`src/sv/kmg_pkg.sv`:
```
// ----------------------------------------------------------------------------
// kmg_pkg
// Shared widths, register map, reset values and types for the keyframe
// motion gate.
// ----------------------------------------------------------------------------
`default_nettype none

package kmg_pkg;

  // Field widths
  localparam int ROT_W    = 16;
  localparam int POS_W    = 32;
  localparam int THR_W    = 31;
  localparam int COS_W    = 16;
  localparam int TOTAL_W  = 48;

  // Distance path: squared sum and its floor root
  localparam int SQSUM_W  = 66;
  localparam int ROOT_W   = 34;

  // Register map, selected by the word address bit of paddr
  localparam int  PADDR_W      = 3;
  localparam int  PDATA_W      = 32;
  localparam logic REG_DIST_THR  = 1'b0;
  localparam logic REG_ANGLE_COS = 1'b1;

  // Register reset values
  localparam logic [THR_W-1:0] DIST_THR_RST  = 31'd1024;
  localparam logic [COS_W-1:0] ANGLE_COS_RST = 16'd14189;

  // Root unit status back to the controller
  typedef struct packed {
    logic              done;
    logic [ROOT_W-1:0] root;
  } sqrt_res_t;

endpackage

`default_nettype wire

```
`src/sv/kmg_pose_if.sv`:
```
// ----------------------------------------------------------------------------
// kmg_pose_if
// Pose channel: valid/ready handshake carrying rotation and translation.
// ----------------------------------------------------------------------------
`default_nettype none

interface kmg_pose_if import kmg_pkg::*; ();
  logic                    valid;
  logic                    ready;
  logic signed [ROT_W-1:0] rot_00;
  logic signed [ROT_W-1:0] rot_01;
  logic signed [ROT_W-1:0] rot_02;
  logic signed [ROT_W-1:0] rot_10;
  logic signed [ROT_W-1:0] rot_11;
  logic signed [ROT_W-1:0] rot_12;
  logic signed [ROT_W-1:0] rot_20;
  logic signed [ROT_W-1:0] rot_21;
  logic signed [ROT_W-1:0] rot_22;
  logic signed [POS_W-1:0] pos_x;
  logic signed [POS_W-1:0] pos_y;
  logic signed [POS_W-1:0] pos_z;

  modport source (
    output valid, rot_00, rot_01, rot_02, rot_10, rot_11, rot_12,
           rot_20, rot_21, rot_22, pos_x, pos_y, pos_z,
    input  ready
  );
  modport sink (
    input  valid, rot_00, rot_01, rot_02, rot_10, rot_11, rot_12,
           rot_20, rot_21, rot_22, pos_x, pos_y, pos_z,
    output ready
  );
endinterface

`default_nettype wire

```
`src/sv/kmg_result_if.sv`:
```
// ----------------------------------------------------------------------------
// kmg_result_if
// Result channel: valid/ready handshake carrying the keyframe decision.
// ----------------------------------------------------------------------------
`default_nettype none

interface kmg_result_if import kmg_pkg::*; ();
  logic               valid;
  logic               ready;
  logic               accepted;
  logic [TOTAL_W-1:0] travelled;

  modport source (output valid, accepted, travelled, input ready);
  modport sink   (input valid, accepted, travelled, output ready);
endinterface

`default_nettype wire

```
`src/sv/keyframe_motion_gate.sv`:
```
// ----------------------------------------------------------------------------
// keyframe_motion_gate
// Keyframe selection by motion threshold: compares each pose with the
// stored keyframe and passes it when translation or rotation step is large.
// ----------------------------------------------------------------------------
// Flow: serial multiply-accumulate, then the one-bit-per-cycle square root,
// decision and output register for a regular pose; the first pose goes
// straight to the decision. A new pose is taken only when the previous one
// has been decided, and the decision waits while the output register is full.
// Reset (rst, synchronous): thresholds return to 1024 and cos 14189, the
// total clears and the next pose is taken as the first keyframe.
`default_nettype none

module keyframe_motion_gate import kmg_pkg::*; (
  input  wire logic               clk,
  input  wire logic               rst,
  kmg_pose_if.sink                pose,
  kmg_result_if.source            result,
  input  wire logic               psel,
  input  wire logic               penable,
  input  wire logic               pwrite,
  input  wire logic [PADDR_W-1:0] paddr,
  input  wire logic [PDATA_W-1:0] pwdata,
  output logic      [PDATA_W-1:0] prdata,
  output logic                    pready
);

  localparam int NROT  = 9;
  localparam int NPOS  = 3;
  localparam int CNT_W = 4;
  localparam logic [CNT_W-1:0] MAC_LAST = CNT_W'(NROT + 1);
  localparam int PROD_W = 2 * ROT_W;
  localparam int TR_W   = PROD_W + 4;
  localparam int CB_W   = COS_W + 2;

  typedef enum logic [1:0] {
    S_IDLE,
    S_MAC,
    S_ROOT,
    S_DECIDE
  } state_t;

  state_t state;

  // Configuration registers
  logic [THR_W-1:0] dist_thr;
  logic [COS_W-1:0] angle_cos;

  // Pose and keyframe shift registers
  logic signed [ROT_W-1:0] rot_sr  [NROT];
  logic signed [ROT_W-1:0] key_rot [NROT];
  logic signed [POS_W-1:0] pos_sr  [NPOS];
  logic signed [POS_W-1:0] key_pos [NPOS];

  logic               first_pending;
  logic               first_item;
  logic [CNT_W-1:0]   cnt;
  logic [TOTAL_W-1:0] total;

  // Multiply-accumulate pipeline
  logic signed [PROD_W-1:0] tr_prod;
  logic                     tr_v;
  logic [POS_W-1:0]         absd;
  logic                     abs_v;
  logic [2*POS_W-1:0]       sq;
  logic                     sq_v;
  logic signed [TR_W-1:0]   tr_acc;
  logic [SQSUM_W-1:0]       sq_acc;

  // Output register
  logic               out_valid;
  logic               out_accepted;
  logic [TOTAL_W-1:0] out_travelled;

  // Root unit
  logic      sqrt_start;
  sqrt_res_t sqrt_res;

  // Combinational helpers
  logic signed [POS_W:0]  pos_diff;
  logic signed [CB_W-1:0] cos_bound;
  logic signed [TR_W-1:0] tr_bound;
  logic                   near_rot;
  logic                   near_dist;
  logic                   take_pose;
  logic [TOTAL_W:0]       total_sum;
  logic                   out_free;
  logic                   cfg_write;

  assign pose.ready = (state == S_IDLE) && !rst;
  assign out_free   = !out_valid || result.ready;
  assign sqrt_start = (state == S_MAC) && (cnt == MAC_LAST);

  // Decision terms
  always_comb begin
    pos_diff  = {pos_sr[0][POS_W-1], pos_sr[0]} - {key_pos[0][POS_W-1], key_pos[0]};
    cos_bound = CB_W'(signed'(18'sd16384))
              + {angle_cos[COS_W-1], angle_cos, 1'b0};
    tr_bound  = {{(TR_W-CB_W-14){cos_bound[CB_W-1]}}, cos_bound, 14'b0};
    near_rot  = tr_acc > tr_bound;
    near_dist = sqrt_res.root < {{(ROOT_W-THR_W){1'b0}}, dist_thr};
    take_pose = first_item || !(near_dist && near_rot);
    total_sum = {1'b0, total} + {{(TOTAL_W+1-ROOT_W){1'b0}}, sqrt_res.root};
  end

  // Configuration port
  assign pready    = 1'b1;
  assign cfg_write = psel && penable && pwrite;

  always_comb begin
    unique case (paddr[2])
      REG_DIST_THR:  prdata = {{(PDATA_W-THR_W){1'b0}}, dist_thr};
      REG_ANGLE_COS: prdata = {{(PDATA_W-COS_W){1'b0}}, angle_cos};
      default:       prdata = '0;
    endcase
  end

  always_ff @(posedge clk) begin
    if (rst) begin
      dist_thr  <= DIST_THR_RST;
      angle_cos <= ANGLE_COS_RST;
    end else if (cfg_write) begin
      unique case (paddr[2])
        REG_DIST_THR:  dist_thr  <= pwdata[THR_W-1:0];
        REG_ANGLE_COS: angle_cos <= pwdata[COS_W-1:0];
        default: ;
      endcase
    end
  end

  // Sequencer, datapath and output register
  always_ff @(posedge clk) begin
    if (rst) begin
      state         <= S_IDLE;
      first_pending <= 1'b1;
      first_item    <= 1'b0;
      cnt           <= '0;
      total         <= '0;
      tr_v          <= 1'b0;
      abs_v         <= 1'b0;
      sq_v          <= 1'b0;
      out_valid     <= 1'b0;
    end else begin
      // Load the result on a decision, drop it once taken
      if ((state == S_DECIDE) && out_free) begin
        out_valid <= 1'b1;
      end else if (result.ready) begin
        out_valid <= 1'b0;
      end

      unique case (state)
        S_IDLE: begin
          if (pose.valid) begin
            rot_sr[0] <= pose.rot_00;
            rot_sr[1] <= pose.rot_01;
            rot_sr[2] <= pose.rot_02;
            rot_sr[3] <= pose.rot_10;
            rot_sr[4] <= pose.rot_11;
            rot_sr[5] <= pose.rot_12;
            rot_sr[6] <= pose.rot_20;
            rot_sr[7] <= pose.rot_21;
            rot_sr[8] <= pose.rot_22;
            pos_sr[0] <= pose.pos_x;
            pos_sr[1] <= pose.pos_y;
            pos_sr[2] <= pose.pos_z;
            first_item    <= first_pending;
            first_pending <= 1'b0;
            cnt    <= '0;
            tr_v   <= 1'b0;
            abs_v  <= 1'b0;
            sq_v   <= 1'b0;
            tr_acc <= '0;
            sq_acc <= '0;
            state  <= first_pending ? S_DECIDE : S_MAC;
          end
        end

        S_MAC: begin
          // Rotate rotation pairs through the trace multiplier
          tr_v <= (cnt < CNT_W'(NROT));
          if (cnt < CNT_W'(NROT)) begin
            tr_prod <= rot_sr[0] * key_rot[0];
            for (int i = 0; i < NROT - 1; i++) begin
              rot_sr[i]  <= rot_sr[i+1];
              key_rot[i] <= key_rot[i+1];
            end
            rot_sr[NROT-1]  <= rot_sr[0];
            key_rot[NROT-1] <= key_rot[0];
          end
          // Rotate translation pairs through the distance squarer
          abs_v <= (cnt < CNT_W'(NPOS));
          if (cnt < CNT_W'(NPOS)) begin
            absd <= pos_diff[POS_W] ? POS_W'(-pos_diff) : pos_diff[POS_W-1:0];
            for (int i = 0; i < NPOS - 1; i++) begin
              pos_sr[i]  <= pos_sr[i+1];
              key_pos[i] <= key_pos[i+1];
            end
            pos_sr[NPOS-1]  <= pos_sr[0];
            key_pos[NPOS-1] <= key_pos[0];
          end
          sq   <= absd * absd;
          sq_v <= abs_v;
          // Accumulate registered products
          if (tr_v) begin
            tr_acc <= tr_acc + {{(TR_W-PROD_W){tr_prod[PROD_W-1]}}, tr_prod};
          end
          if (sq_v) begin
            sq_acc <= sq_acc + {{(SQSUM_W-2*POS_W){1'b0}}, sq};
          end
          if (cnt == MAC_LAST) begin
            state <= S_ROOT;
          end else begin
            cnt <= cnt + 1'b1;
          end
        end

        S_ROOT: begin
          if (sqrt_res.done) begin
            state <= S_DECIDE;
          end
        end

        S_DECIDE: begin
          // Hold until the output register is free
          if (out_free) begin
            if (take_pose) begin
              for (int i = 0; i < NROT; i++) begin
                key_rot[i] <= rot_sr[i];
              end
              for (int i = 0; i < NPOS; i++) begin
                key_pos[i] <= pos_sr[i];
              end
            end
            priority if (first_item || !take_pose) begin
              out_travelled <= total;
            end else if (total_sum[TOTAL_W]) begin
              total         <= '1;
              out_travelled <= '1;
            end else begin
              total         <= total_sum[TOTAL_W-1:0];
              out_travelled <= total_sum[TOTAL_W-1:0];
            end
            out_accepted <= take_pose;
            state        <= S_IDLE;
          end
        end

        default: state <= S_IDLE;
      endcase
    end
  end

  assign result.valid     = out_valid;
  assign result.accepted  = out_accepted;
  assign result.travelled = out_travelled;

  kmg_sqrt u_sqrt (
    .clk      (clk),
    .rst      (rst),
    .start    (sqrt_start),
    .radicand (sq_acc),
    .res      (sqrt_res)
  );

endmodule

`default_nettype wire

```
`src/sv/kmg_sqrt.sv`:
```
// ----------------------------------------------------------------------------
// kmg_sqrt
// Bit-serial floor square root: two radicand bits enter per cycle and one
// root bit leaves, restoring form.
// ----------------------------------------------------------------------------
`default_nettype none

module kmg_sqrt import kmg_pkg::*; (
  input  wire logic               clk,
  input  wire logic               rst,
  input  wire logic               start,
  input  wire logic [SQSUM_W-1:0] radicand,
  output sqrt_res_t               res
);

  localparam int RAD_W  = 2 * ROOT_W;      // radicand padded to whole digits
  localparam int REM_W  = ROOT_W + 2;      // remainder never exceeds 2*root
  localparam int TRY_W  = REM_W + 2;
  localparam int CNT_W  = $clog2(ROOT_W);

  logic [RAD_W-1:0]  rad_sr;
  logic [REM_W-1:0]  rem;
  logic [ROOT_W-1:0] root;
  logic [CNT_W-1:0]  cnt;
  logic              busy;
  logic              done;

  logic [TRY_W-1:0]  rem_shift;
  logic [TRY_W-1:0]  trial;

  // Form the trial remainder for the next root bit
  always_comb begin
    rem_shift = {rem, rad_sr[RAD_W-1 -: 2]};
    trial     = rem_shift - {2'b00, root, 2'b01};
  end

  // Shift the radicand and build the root one bit per cycle
  always_ff @(posedge clk) begin
    if (rst) begin
      busy <= 1'b0;
      done <= 1'b0;
      cnt  <= '0;
    end else begin
      done <= 1'b0;
      if (start) begin
        busy   <= 1'b1;
        cnt    <= CNT_W'(ROOT_W - 1);
        rad_sr <= {{(RAD_W-SQSUM_W){1'b0}}, radicand};
        rem    <= '0;
        root   <= '0;
      end else if (busy) begin
        rad_sr <= {rad_sr[RAD_W-3:0], 2'b00};
        if (!trial[TRY_W-1]) begin
          rem  <= trial[REM_W-1:0];
          root <= {root[ROOT_W-2:0], 1'b1};
        end else begin
          rem  <= rem_shift[REM_W-1:0];
          root <= {root[ROOT_W-2:0], 1'b0};
        end
        if (cnt == '0) begin
          busy <= 1'b0;
          done <= 1'b1;
        end else begin
          cnt <= cnt - 1'b1;
        end
      end
    end
  end

  assign res.done = done;
  assign res.root = root;

endmodule

`default_nettype wire

```
`src/flat_wrapper.sv`:
```
// flat-port wrapper written by rule: the top's interface ports become plain ports
module keyframe_motion_gate_flat import kmg_pkg::*;
  (clk, rst, psel, penable, pwrite, paddr, pwdata, prdata, pready, pose_valid, pose_rot_00, pose_rot_01, pose_rot_02, pose_rot_10, pose_rot_11, pose_rot_12, pose_rot_20, pose_rot_21, pose_rot_22, pose_pos_x, pose_pos_y, pose_pos_z, pose_ready, result_valid, result_accepted, result_travelled, result_ready);
  kmg_pose_if pose_i ();
  kmg_result_if result_i ();
  input  wire logic clk;
  input  wire logic rst;
  input  wire logic psel;
  input  wire logic penable;
  input  wire logic pwrite;
  input  wire logic [PADDR_W-1:0] paddr;
  input  wire logic [PDATA_W-1:0] pwdata;
  output logic      [PDATA_W-1:0] prdata;
  output logic pready;
  input wire logic [$bits(pose_i.valid)-1:0] pose_valid;
  input wire logic [$bits(pose_i.rot_00)-1:0] pose_rot_00;
  input wire logic [$bits(pose_i.rot_01)-1:0] pose_rot_01;
  input wire logic [$bits(pose_i.rot_02)-1:0] pose_rot_02;
  input wire logic [$bits(pose_i.rot_10)-1:0] pose_rot_10;
  input wire logic [$bits(pose_i.rot_11)-1:0] pose_rot_11;
  input wire logic [$bits(pose_i.rot_12)-1:0] pose_rot_12;
  input wire logic [$bits(pose_i.rot_20)-1:0] pose_rot_20;
  input wire logic [$bits(pose_i.rot_21)-1:0] pose_rot_21;
  input wire logic [$bits(pose_i.rot_22)-1:0] pose_rot_22;
  input wire logic [$bits(pose_i.pos_x)-1:0] pose_pos_x;
  input wire logic [$bits(pose_i.pos_y)-1:0] pose_pos_y;
  input wire logic [$bits(pose_i.pos_z)-1:0] pose_pos_z;
  output wire logic [$bits(pose_i.ready)-1:0] pose_ready;
  output wire logic [$bits(result_i.valid)-1:0] result_valid;
  output wire logic [$bits(result_i.accepted)-1:0] result_accepted;
  output wire logic [$bits(result_i.travelled)-1:0] result_travelled;
  input wire logic [$bits(result_i.ready)-1:0] result_ready;
  assign pose_i.valid = pose_valid;
  assign pose_i.rot_00 = pose_rot_00;
  assign pose_i.rot_01 = pose_rot_01;
  assign pose_i.rot_02 = pose_rot_02;
  assign pose_i.rot_10 = pose_rot_10;
  assign pose_i.rot_11 = pose_rot_11;
  assign pose_i.rot_12 = pose_rot_12;
  assign pose_i.rot_20 = pose_rot_20;
  assign pose_i.rot_21 = pose_rot_21;
  assign pose_i.rot_22 = pose_rot_22;
  assign pose_i.pos_x = pose_pos_x;
  assign pose_i.pos_y = pose_pos_y;
  assign pose_i.pos_z = pose_pos_z;
  assign pose_ready = pose_i.ready;
  assign result_valid = result_i.valid;
  assign result_accepted = result_i.accepted;
  assign result_travelled = result_i.travelled;
  assign result_i.ready = result_ready;
  keyframe_motion_gate u_core (.clk(clk), .rst(rst), .pose(pose_i), .result(result_i), .psel(psel), .penable(penable), .pwrite(pwrite), .paddr(paddr), .pwdata(pwdata), .prdata(prdata), .pready(pready));
endmodule
```
`config.mk`:
```
export PLATFORM = sky130hd
export DESIGN_NAME = keyframe_motion_gate_flat
export DESIGN_NICKNAME = d
export VERILOG_FILES = /design/src/sv/kmg_pkg.sv /design/src/sv/kmg_pose_if.sv /design/src/sv/kmg_result_if.sv /design/src/sv/keyframe_motion_gate.sv /design/src/sv/kmg_sqrt.sv /design/src/flat_wrapper.sv
export SDC_FILE = /design/constraint.sdc
export NUM_CORES = 2
export LEC_CHECK = 0
export BUFFER_PORTS_ARGS = -buffer_cell sky130_fd_sc_hd__clkbuf_2
export CORE_MARGIN = 4
export CORE_UTILIZATION = 35
export CTS_CLUSTER_SIZE = 12
export DETAILED_ROUTE_END_ITERATION = 16
export GPL_TIMING_DRIVEN = 0
export SETUP_SLACK_MARGIN = 0.05
export SLEW_MARGIN = 20
export SYNTH_ARGS = -nofsm -noshare
export SYNTH_HDL_FRONTEND = slang
export SYNTH_SLANG_ARGS = --single-unit
export TNS_END_PERCENT = 1
```
`constraint.sdc`:
```
create_clock -name clk -period 13.2 [get_ports clk]
set_input_delay 1.32 -clock clk [delete_from_list [all_inputs] [get_ports clk]]
set_output_delay 1.32 -clock clk [all_outputs]
set_load 0.005 [all_outputs]
```
# ---- Yosys cells after proc, flatten, opt, wreduce, memory -nomap -nowiden
# Memory sizes are Yosys's and may differ from the RTL's.
# Index checks and enable logic that the tools add are counted.
dict set report classes {
  n_bitwise 28
  magnitude_cmp 4
  n_mux 79
  addsub 9
  n_eq_ne 12
  reduce_logical 36
  mul 2
}
# cell n
set op_table {}
lappend op_table {{16-bit 2-to-1 mux} 18}
lappend op_table {{32-bit 2-to-1 mux} 7}
lappend op_table {{66-bit 2-to-1 mux} 3}
lappend op_table {{36-bit 2-to-1 mux} 4}
lappend op_table {{66-bit one-hot mux with 2 select lines} 1}
lappend op_table {{48-bit 2-to-1 mux} 2}
lappend op_table {{36-bit one-hot mux with 2 select lines} 1}
lappend op_table {{68-bit 2-to-1 mux} 1}
lappend op_table {{66-bit by 64-bit adder with 66-bit output} 1}
lappend op_table {{32-bit by 32-bit multiplier with 64-bit output} 1}
lappend op_table {{32-bit one-hot mux with 2 select lines} 1}
lappend op_table {{48-bit by 34-bit adder with 49-bit output} 1}
lappend op_table {{38-bit by 36-bit subtractor with 38-bit output} 1}
lappend op_table {{36-bit adder} 1}
lappend op_table {{36-bit by 32-bit greater-than comparator with 1-bit output} 1}
lappend op_table {{34-bit by 31-bit < comparator with 1-bit output} 1}
lappend op_table {{34-bit 2-to-1 mux} 1}
lappend op_table {{32-bit by 32-bit subtractor with 33-bit output} 1}
lappend op_table {{16-bit by 16-bit multiplier with 32-bit output} 1}
lappend op_table {{32-bit negator} 1}
lappend op_table {{1-bit 2-to-1 mux} 25}
lappend op_table {{1-bit bitwise OR} 24}
lappend op_table {{16-bit by 17-bit adder with 18-bit output, first input constant} 1}
lappend op_table {{6-bit 2-to-1 mux} 3}
lappend op_table {{other kinds (26)} 68}
dict set report word_totals {
  ram_bits 480
  ff_bits 532
  word_cells 200
  n_memories 4
  input_bits 282
  out_inout_bits 84
}
# name depth word_bits read_ports rd_ports_with_merged_regs write_ports line_no
set mem_list {}
lappend mem_list {u_core.key_rot 9 16 9 0 9 keyframe_motion_gate.sv:51} ;# logic signed [ROT_W-1:0] key_rot [NROT];
lappend mem_list {u_core.rot_sr 9 16 9 0 9 keyframe_motion_gate.sv:50} ;# logic signed [ROT_W-1:0] rot_sr [NROT];
lappend mem_list {u_core.key_pos 3 32 3 0 3 keyframe_motion_gate.sv:53} ;# logic signed [POS_W-1:0] key_pos [NPOS];
lappend mem_list {u_core.pos_sr 3 32 3 0 3 keyframe_motion_gate.sv:52} ;# logic signed [POS_W-1:0] pos_sr [NPOS];

# ---- Longest topological paths before layout
dict set report logic_depth {
  depth_word 11
  mapped_depth 31
  mapped_depth_nobuf 28
}

# ---- By module
# Synthesis repeated with hierarchy kept, for this count alone.
dict set report unflattened {
  cells_unflattened 8549
  hier_area_um2 91691.7
}
# module seq_area_each_um2 cells_each n_inst area_each_um2
set by_module_without_submodules {}
lappend by_module_without_submodules {keyframe_motion_gate 24903.9 7833 1 83626.5}
lappend by_module_without_submodules {kmg_sqrt 4304.1 716 1 8065.2}

# ---- Worst setup path before layout
# No wires, ideal clock.
dict set report synth_timing {
  path_type {in2reg}
  from {input rst}
  to {memory u_core.rot_sr[0][0] (enable)}
  setup_time_ns 0.678
  arrival_time_ns 9.485
  required_ns 12.522
  setup_slack_ns 3.038
  stages 5
  path_cell_list {nor2_1 > and2_0 > clkbuf_1 > clkbuf_1 > o21bai_1}
}
# item line_no
set synth_rtl {}
lappend synth_rtl {{from (decl)} flat_wrapper.sv:7} ;# input wire logic rst;
lappend synth_rtl {{to (decl)} keyframe_motion_gate.sv:50}

# ---- Worst setup path after layout
dict set report layout_timing {
  from {register u_core.absd[13]}
  to {register u_core.sq[63], data pin}
}
dict set report layout_via {
  elab_chain_len 1
}
# item line_no
set layout_lines {}
lappend layout_lines {{from (decl)} keyframe_motion_gate.sv:63} ;# logic [POS_W-1:0] absd;
lappend layout_lines {{from (signal assigned)} keyframe_motion_gate.sv:193} ;# absd <= pos_diff[POS_W] ? POS_W'(-pos_diff) : pos_diff[POS_W-1:0];
lappend layout_lines {{32-bit by 32-bit multiplier with 64-bit output} keyframe_motion_gate.sv:201} ;# sq <= absd * absd;
lappend layout_lines {{to (signal assigned)} keyframe_motion_gate.sv:201}
lappend layout_lines {{to (decl)} keyframe_motion_gate.sv:65} ;# logic [2*POS_W-1:0] sq;
# Every way passes these cells.
# A chain may end at the register's enable or synchronous reset.

==> impl_results.rst <==
.. list-table::
   :header-rows: 1

   * - Metric
     - Value
   * - Library cells used by synthesis
     - 88
   * - TritonCTS clock tree
     - yes
   * - Number of levels in the clock H-tree
     - 3
   * - Clock Sinks
     - 1011
   * - Final worst-path cycle share
     - 0.8543
   * - Starting Density
     - 0.3523
   * - Buffer count from post-CTS setup fixing
     - 0
   * - Global-route congestion overflow total
     - 0
   * - Dominant register cell in the synthesized netlist
     - edfxtp_1
   * - Overall routing resource usage
     - 0.1958
   * - Slew @ Worst Pin
     - 1.255 ns
   * - Sequential cell area fraction in the yosys report
     - 0.3190
   * - Final Wtd Congestion
     - 0.9488
   * - CP Class
     - flip-flop to flip-flop
   * - Yosys warning count
     - 0
   * - Clock latency on the worst-skew pair
     - 0.79 ns
   * - Antenna violations before repair
     - 25
   * - Count of filler cells inserted in the layout
     - 25460
   * - Min Tclk post-route
     - 11.28 ns
   * - Global-route wire length before repair
     - 409300 um
   * - Required time reported for the critical path endpoint
     - 13.76 ns
   * - Post-synthesis instance total
     - 8709
   * - Launch instance of the worst min-delay path
     - u_core.u_sqrt.busy
   * - Count of nets after finishing
     - 11200
   * - Fraction of final layout cells with drive strength greater than 1
     - 0.1158
   * - Relative slew slack
     - 0.1632
   * - Most used cell along the critical path
     - fa_1
   * - Slowest CP cell
     - clkbuf_1
   * - CTS resizes
     - 0
   * - Number of nets produced by synthesis
     - 10690
   * - Cell type with the highest aggregate area in the netlist
     - edfxtp_1
   * - Maximum number of pins on one net before global-route repair
     - 59
   * - Number of vias after detailed routing
     - 64970
   * - Number of flops mapped to enable cells by yosys
     - 896
   * - Unrepaired setup endpoints after global routing
     - no
   * - Number of detailed-routing iterations run before antenna repair
     - 6
   * - Most frequently used cell type in the post-synthesis netlist
     - inv_1
   * - Die boundary height
     - 519.5 um
   * - Crit Path Max Fanout
     - 10
   * - Synth top area share
     - 0.2938
   * - Synth Cell Area
     - 0.09157 mm2
   * - Area contributors post-synth
     - edfxtp_1 (29%), fa_1 (23%), ha_1 (8.7%)
   * - Number of global-route vias before repair
     - 67570
   * - Maximum count of clock buffers along a single path
     - 3
   * - Die W
     - 519.5 um
   * - Area added between synthesis and finish
     - 11.59%
   * - DP HPWL
     - 217200 um
   * - Num ports
     - 366
   * - Clock-pin transition on the worst setup and hold timing paths
     - 0.06 ns
   * - Area inside the core boundary
     - 0.2599 mm2
   * - Crit start category
     - flip-flop
   * - Final Skew
     - 0.08682 ns
   * - Total of endpoints with negative setup slack in the final report
     - 0
   * - Total of flip-flops plus latches after synthesis
     - 1011
   * - Async set-reset flop share out of synthesis
     - 0
   * - Synthesized area divided by synthesized cell count
     - 10.51 um2
   * - Crit path launch
     - u_core.absd[13]
   * - Origin of the critical flop-to-flop path
     - u_core.absd[13]
   * - Critical path endpoint category
     - flip-flop
   * - Outcome
     - complete, no violations
   * - Iteration-0 DRC count of the detailed router
     - 5267
   * - Total routed wirelength
     - 267600 um
   * - Largest stage delay, worst path
     - 0.96 ns
   * - Number of nets still failing antenna checks after routing
     - 0
   * - Number of standard-cell rows in the floorplan
     - 187
   * - Setup Slack @ Placement
     - 2.268 ns
   * - Number of buffers inserted by hold repair at cts
     - 0
   * - Peak Freq
     - 88.67 MHz
   * - Arrival time at the worst endpoint
     - 11.84 ns
   * - Mean number of vias per cell
     - 5.074
   * - Die area
     - 0.2699 mm2
   * - Endpoints failing hold
     - 0
   * - Final WS setup
     - 1.923 ns
   * - Number of max-slew violations in the final report
     - 0
   * - Clock buffers created by TritonCTS
     - 112
   * - Per-cell routed wire length
     - 20.90 um
   * - Root buf cell
     - clkbuf_16
   * - Count of input and output buffers
     - 360
   * - Path category of the worst min-delay check
     - flip-flop to flip-flop
   * - Max Cap Violations
     - 0
   * - Number of remaining DRC errors
     - 0
   * - Top cells by count, synth
     - inv_1 (1424), fa_1 (1057), nand2_1 (905)
-- path summary, 6_finish.rpt --
| kind | to | slack (ns) | depth (start not counted) |
|---|---|---|---|
| setup reg to reg | u_core.sq[63] | 1.92 | 27 |
| hold reg to reg | u_core.u_sqrt.done | 0.44 | 2 |
| setup / recovery | u_core.sq[63] | 1.92 | 27 |
| hold / removal | u_core.u_sqrt.done | 0.44 | 2 |
-- flip-flops by register name (all words and copies together), names as in the netlist, 34 cells and up --
| register | cells |
|---|---|
| u_core.key_rot | 144 |
| u_core.rot_sr | 144 |
| u_core.key_pos | 96 |
| u_core.pos_sr | 96 |
| u_core.u_sqrt.rad_sr | 68 |
| u_core.sq_acc | 66 |
| u_core.sq | 63 |
| u_core.result.travelled | 48 |
| u_core.total | 48 |
| u_core.tr_acc | 36 |
| u_core.u_sqrt.rem | 36 |
| u_core.u_sqrt.root | 34 |
-- stage by stage --
step                instance area, um2  setup TNS [ns]  hold WS (ns)  instances    util
floorplan                        91570               0        0.4230       8709       -
global placement                 97740         -268.62        0.4404      12570  0.3760
detailed placement               98580               0        0.4347      12600  0.3792
CTS                             102200               0        0.4435      12800  0.3930
global route                    102200               0        0.4594      12800  0.3931
finish                          102200               0        0.4410      12800  0.3931
-- cells in the final DEF, fill, tap and decap left out, types with 53 or more instances in the layout --
master and instances:
and2_1 351, nand2_1 905, inv_1 1424, a31oi_1 53
nand4_1 55, ha_1 640, mux2_2 452, nand2b_1 58
a211oi_1 55, dfxtp_1 115, clkbuf_16 113, nand3_1 59
clkbuf_1 349, clkbuf_2 366, edfxtp_1 896, a21oi_1 350
a21o_1 188, nor2_1 476, fa_1 1057, nor3_1 74
xor2_1 132, nor2b_1 55, xnor2_1 203, o21ai_0 215
-- area by class of cell --
cell class	count	area, um2	area share
Timing Repair Buffer	399	2562	0.02508
Multi-Input combinational cell	5928	55770	0.5458
Clock buffer	144	2954	0.02891
Tap cell	3496	4374	0.04281
Sequential cell	1011	29210	0.2858
Clock inverter	50	636.9	0.006233
Buffer	345	1318	0.01289
Inverter	1425	5349	0.05235
Antenna cell	5	12.51	0.0001224
-- worst max-delay path: cells and delay by family (launching register included) --
kind,cells,cell delay (ns)
adder cells (fa/ha/maj),9,4.31
AO/OA/AOI/OAI,6,2.65
buffers and inverters,8,2.41
AND/OR/NAND/NOR,3,0.84
flip-flops,1,0.51
XOR/XNOR,1,0.28
-- metal layers --
metal / GRT usage / part of all wire / wire, um / up-vias
met5: 0 / 0.00046 / 123 / -
met4: 0.05968 / 0.034 / 9128 / 18
met3: 0.03526 / 0.074 / 19900 / 486
met2: 0.3100 / 0.44 / 119000 / 2293
met1: 0.2732 / 0.45 / 119500 / 32380
li1: - / - / - / 29790
-- cell families (layout without fill, tap and decap cells) --
group           after synthesis  count (layout)  share of synthesized area
fa+ha+maj                  1697            1697                     0.3185
buf+inv                    1770            2363                    0.07271
mux                         498             498                    0.06062
compound gates             1199            1199                    0.08475
flops                      1011            1011                     0.3190
simple gates               2197            2197                     0.1123
other cells                   2               7                 0.00008202
xor+xnor                    335             335                    0.03204
Power is left out: the tool's default activity adds up to more than one toggle a clock period on the data nets, which glitch-free logic cannot reach.
